`src/rtl/ksb_pkg.sv`:
```
// Shared types, constants and helper functions for the Kronecker symbol block.
`timescale 1ns / 1ps
`default_nettype none
package ksb_pkg;

    localparam int WORD_BITS_DEF = 64;
    localparam int FIELD_W       = 64;
    localparam int S_DATA_W      = 2 * FIELD_W;
    localparam int SYM_W         = 2;
    localparam int M_DATA_W      = 8;

    typedef logic signed [SYM_W-1:0] sym_t;

    localparam sym_t SYM_ZERO = 2'sb00;
    localparam sym_t SYM_POS  = 2'sb01;
    localparam sym_t SYM_NEG  = 2'sb11;

    typedef struct packed {
        logic load;
        logic set_early;
        logic strip_b;
        logic div_init;
        logic div_step;
        logic fix;
        logic loop_step;
        logic set_final;
        logic emit;
    } ksb_cmd_t;

    typedef struct packed {
        logic b_zero;
        logic both_even;
        logic b_odd;
        logic div_last;
        logic a_zero;
        logic out_free;
    } ksb_sts_t;

    function automatic sym_t sign_mod8(input logic [2:0] r);
        sym_t s;
        case (r)
            3'd1, 3'd7: s = SYM_POS;
            3'd3, 3'd5: s = SYM_NEG;
            default:    s = SYM_ZERO;
        endcase
        return s;
    endfunction

    function automatic sym_t sym_mul(input sym_t x, input sym_t y);
        sym_t s;
        if (x == SYM_ZERO || y == SYM_ZERO) begin
            s = SYM_ZERO;
        end else if (x == y) begin
            s = SYM_POS;
        end else begin
            s = SYM_NEG;
        end
        return s;
    endfunction

    function automatic sym_t sym_neg(input sym_t x);
        sym_t s;
        if (x == SYM_POS) begin
            s = SYM_NEG;
        end else if (x == SYM_NEG) begin
            s = SYM_POS;
        end else begin
            s = SYM_ZERO;
        end
        return s;
    endfunction

endpackage
`default_nettype wire

```
`src/rtl/ksb_ctrl.sv`:
```
// Controller state machine sequencing the Kronecker symbol datapath.
`timescale 1ns / 1ps
`default_nettype none
module ksb_ctrl (
    input  wire logic              aclk,
    input  wire logic              aresetn,
    input  wire logic              s_tvalid,
    output logic                   s_tready,
    input  wire ksb_pkg::ksb_sts_t sts,
    output ksb_pkg::ksb_cmd_t      cmd
);

    localparam logic [2:0] ST_IDLE  = 3'd0;
    localparam logic [2:0] ST_CHECK = 3'd1;
    localparam logic [2:0] ST_STRIP = 3'd2;
    localparam logic [2:0] ST_DIV   = 3'd3;
    localparam logic [2:0] ST_FIX   = 3'd4;
    localparam logic [2:0] ST_LOOP  = 3'd5;
    localparam logic [2:0] ST_OUT   = 3'd6;

    logic [2:0] state_reg;
    logic [2:0] state_next;

    always_ff @(posedge aclk) begin
        if (!aresetn) begin
            state_reg <= ST_IDLE;
        end else begin
            state_reg <= state_next;
        end
    end

    assign s_tready = (state_reg == ST_IDLE);

    always_comb begin
        state_next = state_reg;
        cmd        = '0;
        case (state_reg)
            ST_IDLE: begin
                if (s_tvalid) begin
                    cmd.load   = 1'b1;
                    state_next = ST_CHECK;
                end
            end
            ST_CHECK: begin
                if (sts.b_zero || sts.both_even) begin
                    cmd.set_early = 1'b1;
                    state_next    = ST_OUT;
                end else begin
                    state_next = ST_STRIP;
                end
            end
            ST_STRIP: begin
                if (sts.b_odd) begin
                    cmd.div_init = 1'b1;
                    state_next   = ST_DIV;
                end else begin
                    cmd.strip_b = 1'b1;
                end
            end
            ST_DIV: begin
                cmd.div_step = 1'b1;
                if (sts.div_last) begin
                    state_next = ST_FIX;
                end
            end
            ST_FIX: begin
                cmd.fix    = 1'b1;
                state_next = ST_LOOP;
            end
            ST_LOOP: begin
                if (sts.a_zero) begin
                    cmd.set_final = 1'b1;
                    state_next    = ST_OUT;
                end else begin
                    cmd.loop_step = 1'b1;
                end
            end
            ST_OUT: begin
                if (sts.out_free) begin
                    cmd.emit   = 1'b1;
                    state_next = ST_IDLE;
                end
            end
            default: begin
                state_next = ST_IDLE;
            end
        endcase
    end

endmodule
`default_nettype wire

```
`src/rtl/ksb_dp.sv`:
```
// Datapath: operand registers, restoring remainder unit, binary loop and output register.
`timescale 1ns / 1ps
`default_nettype none
module ksb_dp #(
    parameter int WORD_BITS = ksb_pkg::WORD_BITS_DEF
) (
    input  wire logic                          aclk,
    input  wire logic                          aresetn,
    input  wire logic [ksb_pkg::S_DATA_W-1:0]  s_tdata,
    output logic                               m_tvalid,
    input  wire logic                          m_tready,
    output logic [ksb_pkg::M_DATA_W-1:0]       m_tdata,
    input  wire ksb_pkg::ksb_cmd_t             cmd,
    output ksb_pkg::ksb_sts_t                  sts
);

    localparam int CNT_W = (WORD_BITS > 1) ? $clog2(WORD_BITS) : 1;
    localparam logic [CNT_W-1:0] CNT_LAST = CNT_W'(WORD_BITS - 1);

    logic [WORD_BITS-1:0] a_reg;
    logic [WORD_BITS-1:0] b_reg;
    logic [WORD_BITS-1:0] rem_reg;
    logic [CNT_W-1:0]     cnt_reg;
    ksb_pkg::sym_t        k_reg;
    ksb_pkg::sym_t        res_reg;
    logic                 aneg_reg;
    logic                 bneg_reg;
    logic [2:0]           alow_reg;
    logic                 out_valid_reg;
    ksb_pkg::sym_t        out_sym_reg;

    logic [WORD_BITS-1:0] a_raw;
    logic [WORD_BITS-1:0] b_raw;
    logic [WORD_BITS-1:0] a_mag;
    logic [WORD_BITS-1:0] b_mag;
    logic [WORD_BITS:0]   div_t;
    logic [WORD_BITS:0]   div_d;
    logic [WORD_BITS:0]   a_minus_b;
    logic [WORD_BITS-1:0] b_minus_a;
    logic                 b_gt_a;
    ksb_pkg::sym_t        early_val;

    assign a_raw = s_tdata[WORD_BITS-1:0];
    assign b_raw = s_tdata[ksb_pkg::FIELD_W +: WORD_BITS];
    assign a_mag = a_raw[WORD_BITS-1] ? (~a_raw + 1'b1) : a_raw;
    assign b_mag = b_raw[WORD_BITS-1] ? (~b_raw + 1'b1) : b_raw;

    assign div_t = {rem_reg, a_reg[WORD_BITS-1]};
    assign div_d = div_t - {1'b0, b_reg};

    assign a_minus_b = {1'b0, a_reg} - {1'b0, b_reg};
    assign b_minus_a = b_reg - a_reg;
    assign b_gt_a    = a_minus_b[WORD_BITS];

    assign early_val = (b_reg == '0 && a_reg == WORD_BITS'(1)) ? ksb_pkg::SYM_POS
                                                               : ksb_pkg::SYM_ZERO;

    always_comb begin
        sts.b_zero    = (b_reg == '0);
        sts.both_even = !a_reg[0] && !b_reg[0];
        sts.b_odd     = b_reg[0];
        sts.div_last  = (cnt_reg == CNT_LAST);
        sts.a_zero    = (a_reg == '0);
        sts.out_free  = !out_valid_reg || m_tready;
    end

    always_ff @(posedge aclk) begin
        if (cmd.load) begin
            a_reg    <= a_mag;
            b_reg    <= b_mag;
            aneg_reg <= a_raw[WORD_BITS-1];
            bneg_reg <= b_raw[WORD_BITS-1];
            alow_reg <= a_raw[2:0];
            k_reg    <= ksb_pkg::SYM_POS;
        end
        if (cmd.set_early) begin
            res_reg <= early_val;
        end
        if (cmd.strip_b) begin
            if (b_reg[1:0] == 2'b00) begin
                b_reg <= b_reg >> 2;
            end else begin
                b_reg <= b_reg >> 1;
                k_reg <= ksb_pkg::sign_mod8(alow_reg);
            end
        end
        if (cmd.div_init) begin
            rem_reg <= '0;
            cnt_reg <= '0;
            if (aneg_reg && bneg_reg) begin
                k_reg <= ksb_pkg::sym_neg(k_reg);
            end
        end
        if (cmd.div_step) begin
            a_reg   <= a_reg << 1;
            cnt_reg <= cnt_reg + 1'b1;
            if (!div_d[WORD_BITS]) begin
                rem_reg <= div_d[WORD_BITS-1:0];
            end else begin
                rem_reg <= div_t[WORD_BITS-1:0];
            end
        end
        if (cmd.fix) begin
            if (aneg_reg && rem_reg != '0) begin
                a_reg <= b_reg - rem_reg;
            end else begin
                a_reg <= rem_reg;
            end
        end
        if (cmd.loop_step) begin
            if (a_reg[1:0] == 2'b00) begin
                a_reg <= a_reg >> 2;
            end else if (!a_reg[0]) begin
                a_reg <= a_reg >> 1;
                k_reg <= ksb_pkg::sym_mul(k_reg, ksb_pkg::sign_mod8(b_reg[2:0]));
            end else if (b_gt_a) begin
                a_reg <= b_minus_a;
                b_reg <= a_reg;
                if (a_reg[1:0] == 2'b11 && b_reg[1:0] == 2'b11) begin
                    k_reg <= ksb_pkg::sym_neg(k_reg);
                end
            end else begin
                a_reg <= a_minus_b[WORD_BITS-1:0];
            end
        end
        if (cmd.set_final) begin
            res_reg <= (|b_reg[WORD_BITS-1:1]) ? ksb_pkg::SYM_ZERO : k_reg;
        end
        if (cmd.emit) begin
            out_sym_reg <= res_reg;
        end
    end

    always_ff @(posedge aclk) begin
        if (!aresetn) begin
            out_valid_reg <= 1'b0;
        end else if (cmd.emit) begin
            out_valid_reg <= 1'b1;
        end else if (m_tready) begin
            out_valid_reg <= 1'b0;
        end
    end

    assign m_tvalid = out_valid_reg;
    assign m_tdata  = {{(ksb_pkg::M_DATA_W - ksb_pkg::SYM_W){1'b0}}, out_sym_reg};

endmodule
`default_nettype wire

```
`src/rtl/kronecker_symbol_binary.sv`:
```
// Top level of the Kronecker symbol unit: controller plus datapath.
// Computes the Kronecker symbol (a/b) of two signed WORD_BITS-bit operands by the binary
// algorithm and returns -1, 0 or +1 as a 2-bit two's complement code. One request is in
// flight at a time: s_tready is high only while the controller is idle, and a finished
// result sits in the output register so the next request can be taken while it waits.
// After the accepting edge the controller steps through the check, strip, divide, fix,
// loop and output states: the strip state removes the trailing zeros of |b| (shift by two
// per cycle), the restoring remainder unit produces one quotient bit per cycle, and the
// binary loop does one shift or subtract per cycle until a is zero; zero b or both operands
// even go from the check state straight to the output state, which emits the result once
// the output register is free. Operand bits at and above WORD_BITS are ignored.
`timescale 1ns / 1ps
`default_nettype none
module kronecker_symbol_binary #(
    parameter int WORD_BITS = ksb_pkg::WORD_BITS_DEF
) (
    input  wire logic                          aclk,
    input  wire logic                          aresetn,
    input  wire logic                          s_tvalid,
    output logic                               s_tready,
    // [63:0] numerator_a, [127:64] denominator_b
    input  wire logic [ksb_pkg::S_DATA_W-1:0]  s_tdata,
    output logic                               m_tvalid,
    input  wire logic                          m_tready,
    // [1:0] symbol, [7:2] zero
    output logic [ksb_pkg::M_DATA_W-1:0]       m_tdata
);

    ksb_pkg::ksb_cmd_t cmd;
    ksb_pkg::ksb_sts_t sts;

    ksb_ctrl u_ctrl (
        .aclk     (aclk),
        .aresetn  (aresetn),
        .s_tvalid (s_tvalid),
        .s_tready (s_tready),
        .sts      (sts),
        .cmd      (cmd)
    );

    ksb_dp #(
        .WORD_BITS (WORD_BITS)
    ) u_dp (
        .aclk     (aclk),
        .aresetn  (aresetn),
        .s_tdata  (s_tdata),
        .m_tvalid (m_tvalid),
        .m_tready (m_tready),
        .m_tdata  (m_tdata),
        .cmd      (cmd),
        .sts      (sts)
    );

endmodule
`default_nettype wire

```
`config.mk`:
```
export PLATFORM = sky130hd
export DESIGN_NAME = kronecker_symbol_binary
export DESIGN_NICKNAME = d
export VERILOG_FILES = /design/src/rtl/ksb_pkg.sv /design/src/rtl/ksb_ctrl.sv /design/src/rtl/ksb_dp.sv /design/src/rtl/kronecker_symbol_binary.sv
export SDC_FILE = /design/constraint.sdc
export NUM_CORES = 2
export LEC_CHECK = 0
export BUFFER_PORTS_ARGS = -buffer_cell sky130_fd_sc_hd__buf_2
export CAP_MARGIN = 20
export CORE_MARGIN = 2
export CORE_UTILIZATION = 25
export CTS_BUF_LIST = sky130_fd_sc_hd__clkbuf_8
export CTS_CLUSTER_SIZE = 40
export DETAILED_ROUTE_END_ITERATION = 16
export SLEW_MARGIN = 15
export SYNTH_ARGS = -nofsm -noshare
export SYNTH_HDL_FRONTEND = slang
export SYNTH_SLANG_ARGS = --single-unit
```
`constraint.sdc`:
```
create_clock -name aclk -period 11.3 [get_ports aclk]
set_clock_uncertainty 0.1 [all_clocks]
set_input_delay 2.26 -clock aclk [delete_from_list [all_inputs] [get_ports aclk]]
set_output_delay 2.26 -clock aclk [all_outputs]
set_load 0.05 [all_outputs]
```
# Word-level counts from Yosys, hierarchy flattened

Index checks and enable logic that the tools add are counted.
Widths: inputs -> output; s select.

Register bits: 213
Input bits: 132
Output and inout port bits: 10
Logic and storage cells: 144

Muxes and demuxes: 68
Bitwise gates (word level): 2
Add/subtract/negate cells: 7
Reductions and logical operators: 29
Equality and inequality tests: 26

Operator list:

| operator              | count |
|---|---|
| $mux 64               | 19 |
| $add 64x1->64 const B | 2 |
| $logic_not 64->1      | 2 |
| $not 64->64           | 2 |
| $sub 64x64->64        | 2 |
| $sub 64x64->65        | 1 |
| $sub 65x64->65        | 1 |
| $eq 64x1->1 const B   | 1 |
| $reduce_bool 64->1    | 1 |
| $mux 63               | 1 |
| $reduce_or 63->1      | 1 |
| $mux 2                | 21 |
| $eq 3x3->1 const B    | 7 |
| $pmux 3 s7            | 1 |
| $mux 3                | 6 |
| $mux 1                | 16 |
| $eq 3x2->1 const B    | 4 |
| $mux 6                | 2 |
| $eq 3x1->1 const B    | 3 |
| $logic_not 2->1       | 4 |
| $ne 2x2->1 const B    | 4 |
| $pmux 2 s2            | 2 |
| $reduce_or 2->1       | 4 |
| $add 6x1->6 const B   | 1 |
| other kinds (12)      | 24 |

# Depth between registers and ports, before layout

Depth in word-level cells: 12
Mapped depth: 17
Mapped depth without buffers: 15

# By module

Synthesis repeated with hierarchy kept, for this count alone.

Cell total of the unflattened synthesis: 4308
Area, all modules: 31300.0 µm²

By module, submodules not included:

| module   | area an instance (µm²) | cells each | times used | sequential area each (µm²) |
|---|---|---|---|---|
| ksb_dp   | 31012.2                | 4273       | 1          | 5635.4 |
| ksb_ctrl | 287.8                  | 35         | 1          | 60.1 |

# Worst setup path before layout

No wires, ideal clock.

Path type: input port to flip-flop
From: in s_tdata[14] in the netlist's numbering
To: reg u_dp.a_reg[55], data pin
Setup time: 0.267 ns
Path slack: 5.756 ns
Arrival: 5.176 ns
Buffers on the path: 1
Required time: 10.933 ns
Cell stages on the path: 12
Cell sequence: or4_1 > or4_1 > or3_1 > clkbuf_1 > nor2_1 > nand3_1 > nor4_1 > mux2i_1 > o21ai_0 > a221o_1 > a22oi_1 > o21ai_0

Longest elaborated chain between the ends: 7

Ends and longest elaborated chain:

| what                   | RTL line                      | text |
|---|---|---|
| start: declaration     | kronecker_symbol_binary.sv:22 | `input wire logic [ksb_pkg::S_DATA_W-1:0] s_tdata,` |
| $not 64->64            | ksb_dp.sv:45                  | `assign a_mag = a_raw[WORD_BITS-1] ? (~a_raw + 1'b1) : a_raw;` |
| $add 64x1->64          | ksb_dp.sv:45                  |  |
| $mux 64                | ksb_dp.sv:45                  |  |
| $mux 64                | ksb_dp.sv:68                  | `if (cmd.load) begin` |
| $mux 64                | ksb_dp.sv:94                  | `if (cmd.div_step) begin` |
| $mux 64                | ksb_dp.sv:103                 | `if (cmd.fix) begin` |
| $mux 64                | ksb_dp.sv:110                 | `if (cmd.loop_step) begin` |
| end signal: assignment | ksb_dp.sv:69                  | `a_reg <= a_mag;` |
| end signal: assignment | ksb_dp.sv:95                  | `a_reg <= a_reg << 1;` |
| end signal: assignment | ksb_dp.sv:105                 | `a_reg <= b_reg - rem_reg;` |
| end: declaration       | ksb_dp.sv:20                  | `logic [WORD_BITS-1:0] a_reg;` |

No other way between the ends. The select of a mux whose other input is x is not followed.
A chain may end at the register's enable or synchronous reset.

# Worst setup path after layout

From: in s_tdata[12] in the netlist's numbering
To: reg u_dp.a_reg[55], data pin

The elaborated chain is that of the path after synthesis.

==> metrics.txt <==
number of H-tree branching levels=2; vias in the first global route=around 32000; number of failing setup endpoints in the final timing report=0; Final Net Count=4744; status=complete, no violations; total iterations of the first detailed-routing run=6; worst min-delay path category=reg2reg; part of the cycle the worst path needs=0.566; post-CTS setup buffer count=0; start of the worst register-to-register path=u_dp.b_reg[60]; clock buffer count from CTS=40; boundary pin count=142; core region area=125000 um^2; pin count of the biggest net entering global routing=80; Routed WL=154 mm; DR WL/cell=25.5 um; vias=34900; Synth top cells by count=480 x sky130_fd_sc_hd__nand2_1, 471 x sky130_fd_sc_hd__a21oi_1, 409 x sky130_fd_sc_hd__o21ai_0; Remaining DRCs=0; die height=359 um; post-synth top area share=0.137; Std-Cell Rows=130; max capacitance violation total=0; Synth Flop Type=sky130_fd_sc_hd__edfxtp_1; setup slack on the worst flop-to-flop path=between 5 and 6 ns; number of warnings reported in the yosys synthesis log=0; worst setup path end=u_dp.a_reg[55]; cell area after placement=roughly 34000 um^2; data arrival time of the worst path=6.69 ns; setup TNS=0 ns; Longest Clk Path Bufs=3; number of synthesized flops with an enable pin=143; initial core utilization=0.251; Detail Placement HPWL=125 mm; post-cts resize count=0; share of post-route cells with drive strength above 1=0.0696; part of the Yosys area used for sequential elements=0.181; CTS root buffer=sky130_fd_sc_hd__clkbuf_8; horizontal extent of the die=359 um; average size of a mapped cell=just over 7 um^2; Sinks on Clock Net=around 210; number of fillers in the final layout=13900; overall overflow remaining after global route=0; most frequent cell after synthesis=sky130_fd_sc_hd__nand2_1; number of standard cells after synthesis=4395; destination of the worst register-to-register timing path=u_dp.a_reg[52]; initial antenna violation count=8; required time at the endpoint of the critical path=11.60 ns; Critical Setup Path Class=in2reg; CP Max Fanout=6; maximum frequency from static timing analysis=156 MHz; Max Transition Viols Final=0; Setup crit start kind=primary input; launch point of the critical path=s_tdata[12]; global-route wire length before repair=219 mm; routability congestion estimate=0.998; via density per instance=slightly below 6; Post-CTS Hold Fix Bufs=0; clock latency at the later pin of the worst-skew pair=0.68 ns; unique cell type count in the Yosys netlist=88; Worst slew margin=0.122; post-synth design cell area=between 30000 and 40000 um^2; async set-or-reset flop fraction in the synthesized netlist=0; depth of the worst register-to-register path=14; area leader, netlist=sky130_fd_sc_hd__edfxtp_1; Iter 0 DRT Violations=approximately 4400; global-route total usage across every layer=0.230; clk slew on worst S/H paths=0.07 ns; endpoints failing hold=0; number of flip-flops and latches in the synthesized netlist=213; min cycle time layout=6.40 ns; clock tree from TritonCTS=yes; signed area change from the synthesized netlist to the final layout=9.61%; Post-Layout Inst Area=34500 um^2; quantity of I/O buffers inserted on ports=roughly 140; count of antenna-violating nets left after detailed routing=0; Critical Path End Type=flip-flop; Tightest Pin Transition=1.31 ns; full die area=129000 um^2; unrepaired setup endpoints after global routing=no; top cells by area, synth=sky130_fd_sc_hd__edfxtp_1 14%, sky130_fd_sc_hd__ha_1 10%, sky130_fd_sc_hd__a21oi_1 7.5%
## metrics by stage
| stage | util | hold WS (ns) | std cells | setup slack (ns) |
|---|---|---|---|---|
| 2_1_floorplan | - | 0.300 | 4400 | 5.76 |
| 3_3_place_gp | 0.268 | 0.326 | 5960 | 4.38 |
| 3_5_place_dp | 0.268 | 0.332 | 5960 | 4.32 |
| 4_1_cts | 0.275 | 0.349 | 6034 | 4.99 |
| 5_1_grt | 0.275 | 0.355 | 6036 | 4.81 |
| 6_report | 0.275 | 0.351 | 6036 | 4.90 |
## kinds of logic (layout without fill, tap and decap cells)
family	after synthesis	after routing	synth area share
AO/OA/AOI/OAI	1662	1662	0.334
AND/OR/NAND/NOR	1312	1312	0.193
buffers and inverters	524	509	0.0641
XOR/XNOR	298	298	0.0830
adder cells (fa/ha/maj)	259	259	0.104
flip-flops	213	213	0.181
multiplexers	126	126	0.0404
other	1	7	0.000119
## layout make-up
type                    instances  area, um^2  area share
diodes                          1        2.50   0.0000726
clock buffers                  46         633      0.0184
clock inverters                28         210     0.00610
inverters                     257         965      0.0280
multi-input cells            3663       23900       0.693
flip-flops and latches        213        5700       0.165
well taps                    1650        2060      0.0599
repair buffers                178        1020      0.0296
## metal layers
metal,up-vias,wire length [um],GRT usage
li1,16200,-,-
met4,10,6380,0.0835
met3,258,15200,0.0499
met2,1848,63900,0.340
met1,16600,68600,0.325
met5,-,74,0
## cell usage in the layout (no fill, tap or decap), drive strengths merged, types with 78 or more instances in the layout
master,synthesis,routed
nand2,480,480
mux2i,119,119
o21ai,414,414
nand4,78,78
inv,255,272
nor2,330,330
edfxtp,143,143
xnor2,123,123
a21oi,471,471
o211ai,151,151
a21o,144,144
nand3,91,91
ha,255,255
buf,41,178
xor2,175,175
## how the worst min path moves through the flow
stage	startpoint	end	cells after the start
finish	u_dp.res_reg[1]	u_dp.out_sym_reg[1]	0
global route	u_dp.res_reg[1]	u_dp.out_sym_reg[1]	0
CTS	u_dp.res_reg[1]	u_dp.out_sym_reg[1]	0
detailed placement	u_dp.res_reg[1]	u_dp.out_sym_reg[1]	0
global placement	u_dp.res_reg[1]	u_dp.out_sym_reg[1]	0
floorplan	u_dp.res_reg[0]	u_dp.out_sym_reg[0]	0
## worst max-delay path, stage by stage
cell and delay [ns]:
sky130_fd_sc_hd__buf_2 0.12, sky130_fd_sc_hd__or4_1 0.72, sky130_fd_sc_hd__or4_1 0.65, sky130_fd_sc_hd__or3_1 0.48, sky130_fd_sc_hd__nor2_1 0.63, sky130_fd_sc_hd__nand3_1 0.43, sky130_fd_sc_hd__nor4_1 0.38, sky130_fd_sc_hd__mux2i_1 0.25
sky130_fd_sc_hd__o21ai_0 0.12, sky130_fd_sc_hd__a221o_1 0.34, sky130_fd_sc_hd__a22oi_1 0.20, sky130_fd_sc_hd__o21ai_0 0.11
Power is left out: the tool's default activity adds up to more than one toggle a clock period on the data nets, which glitch-free logic cannot reach.
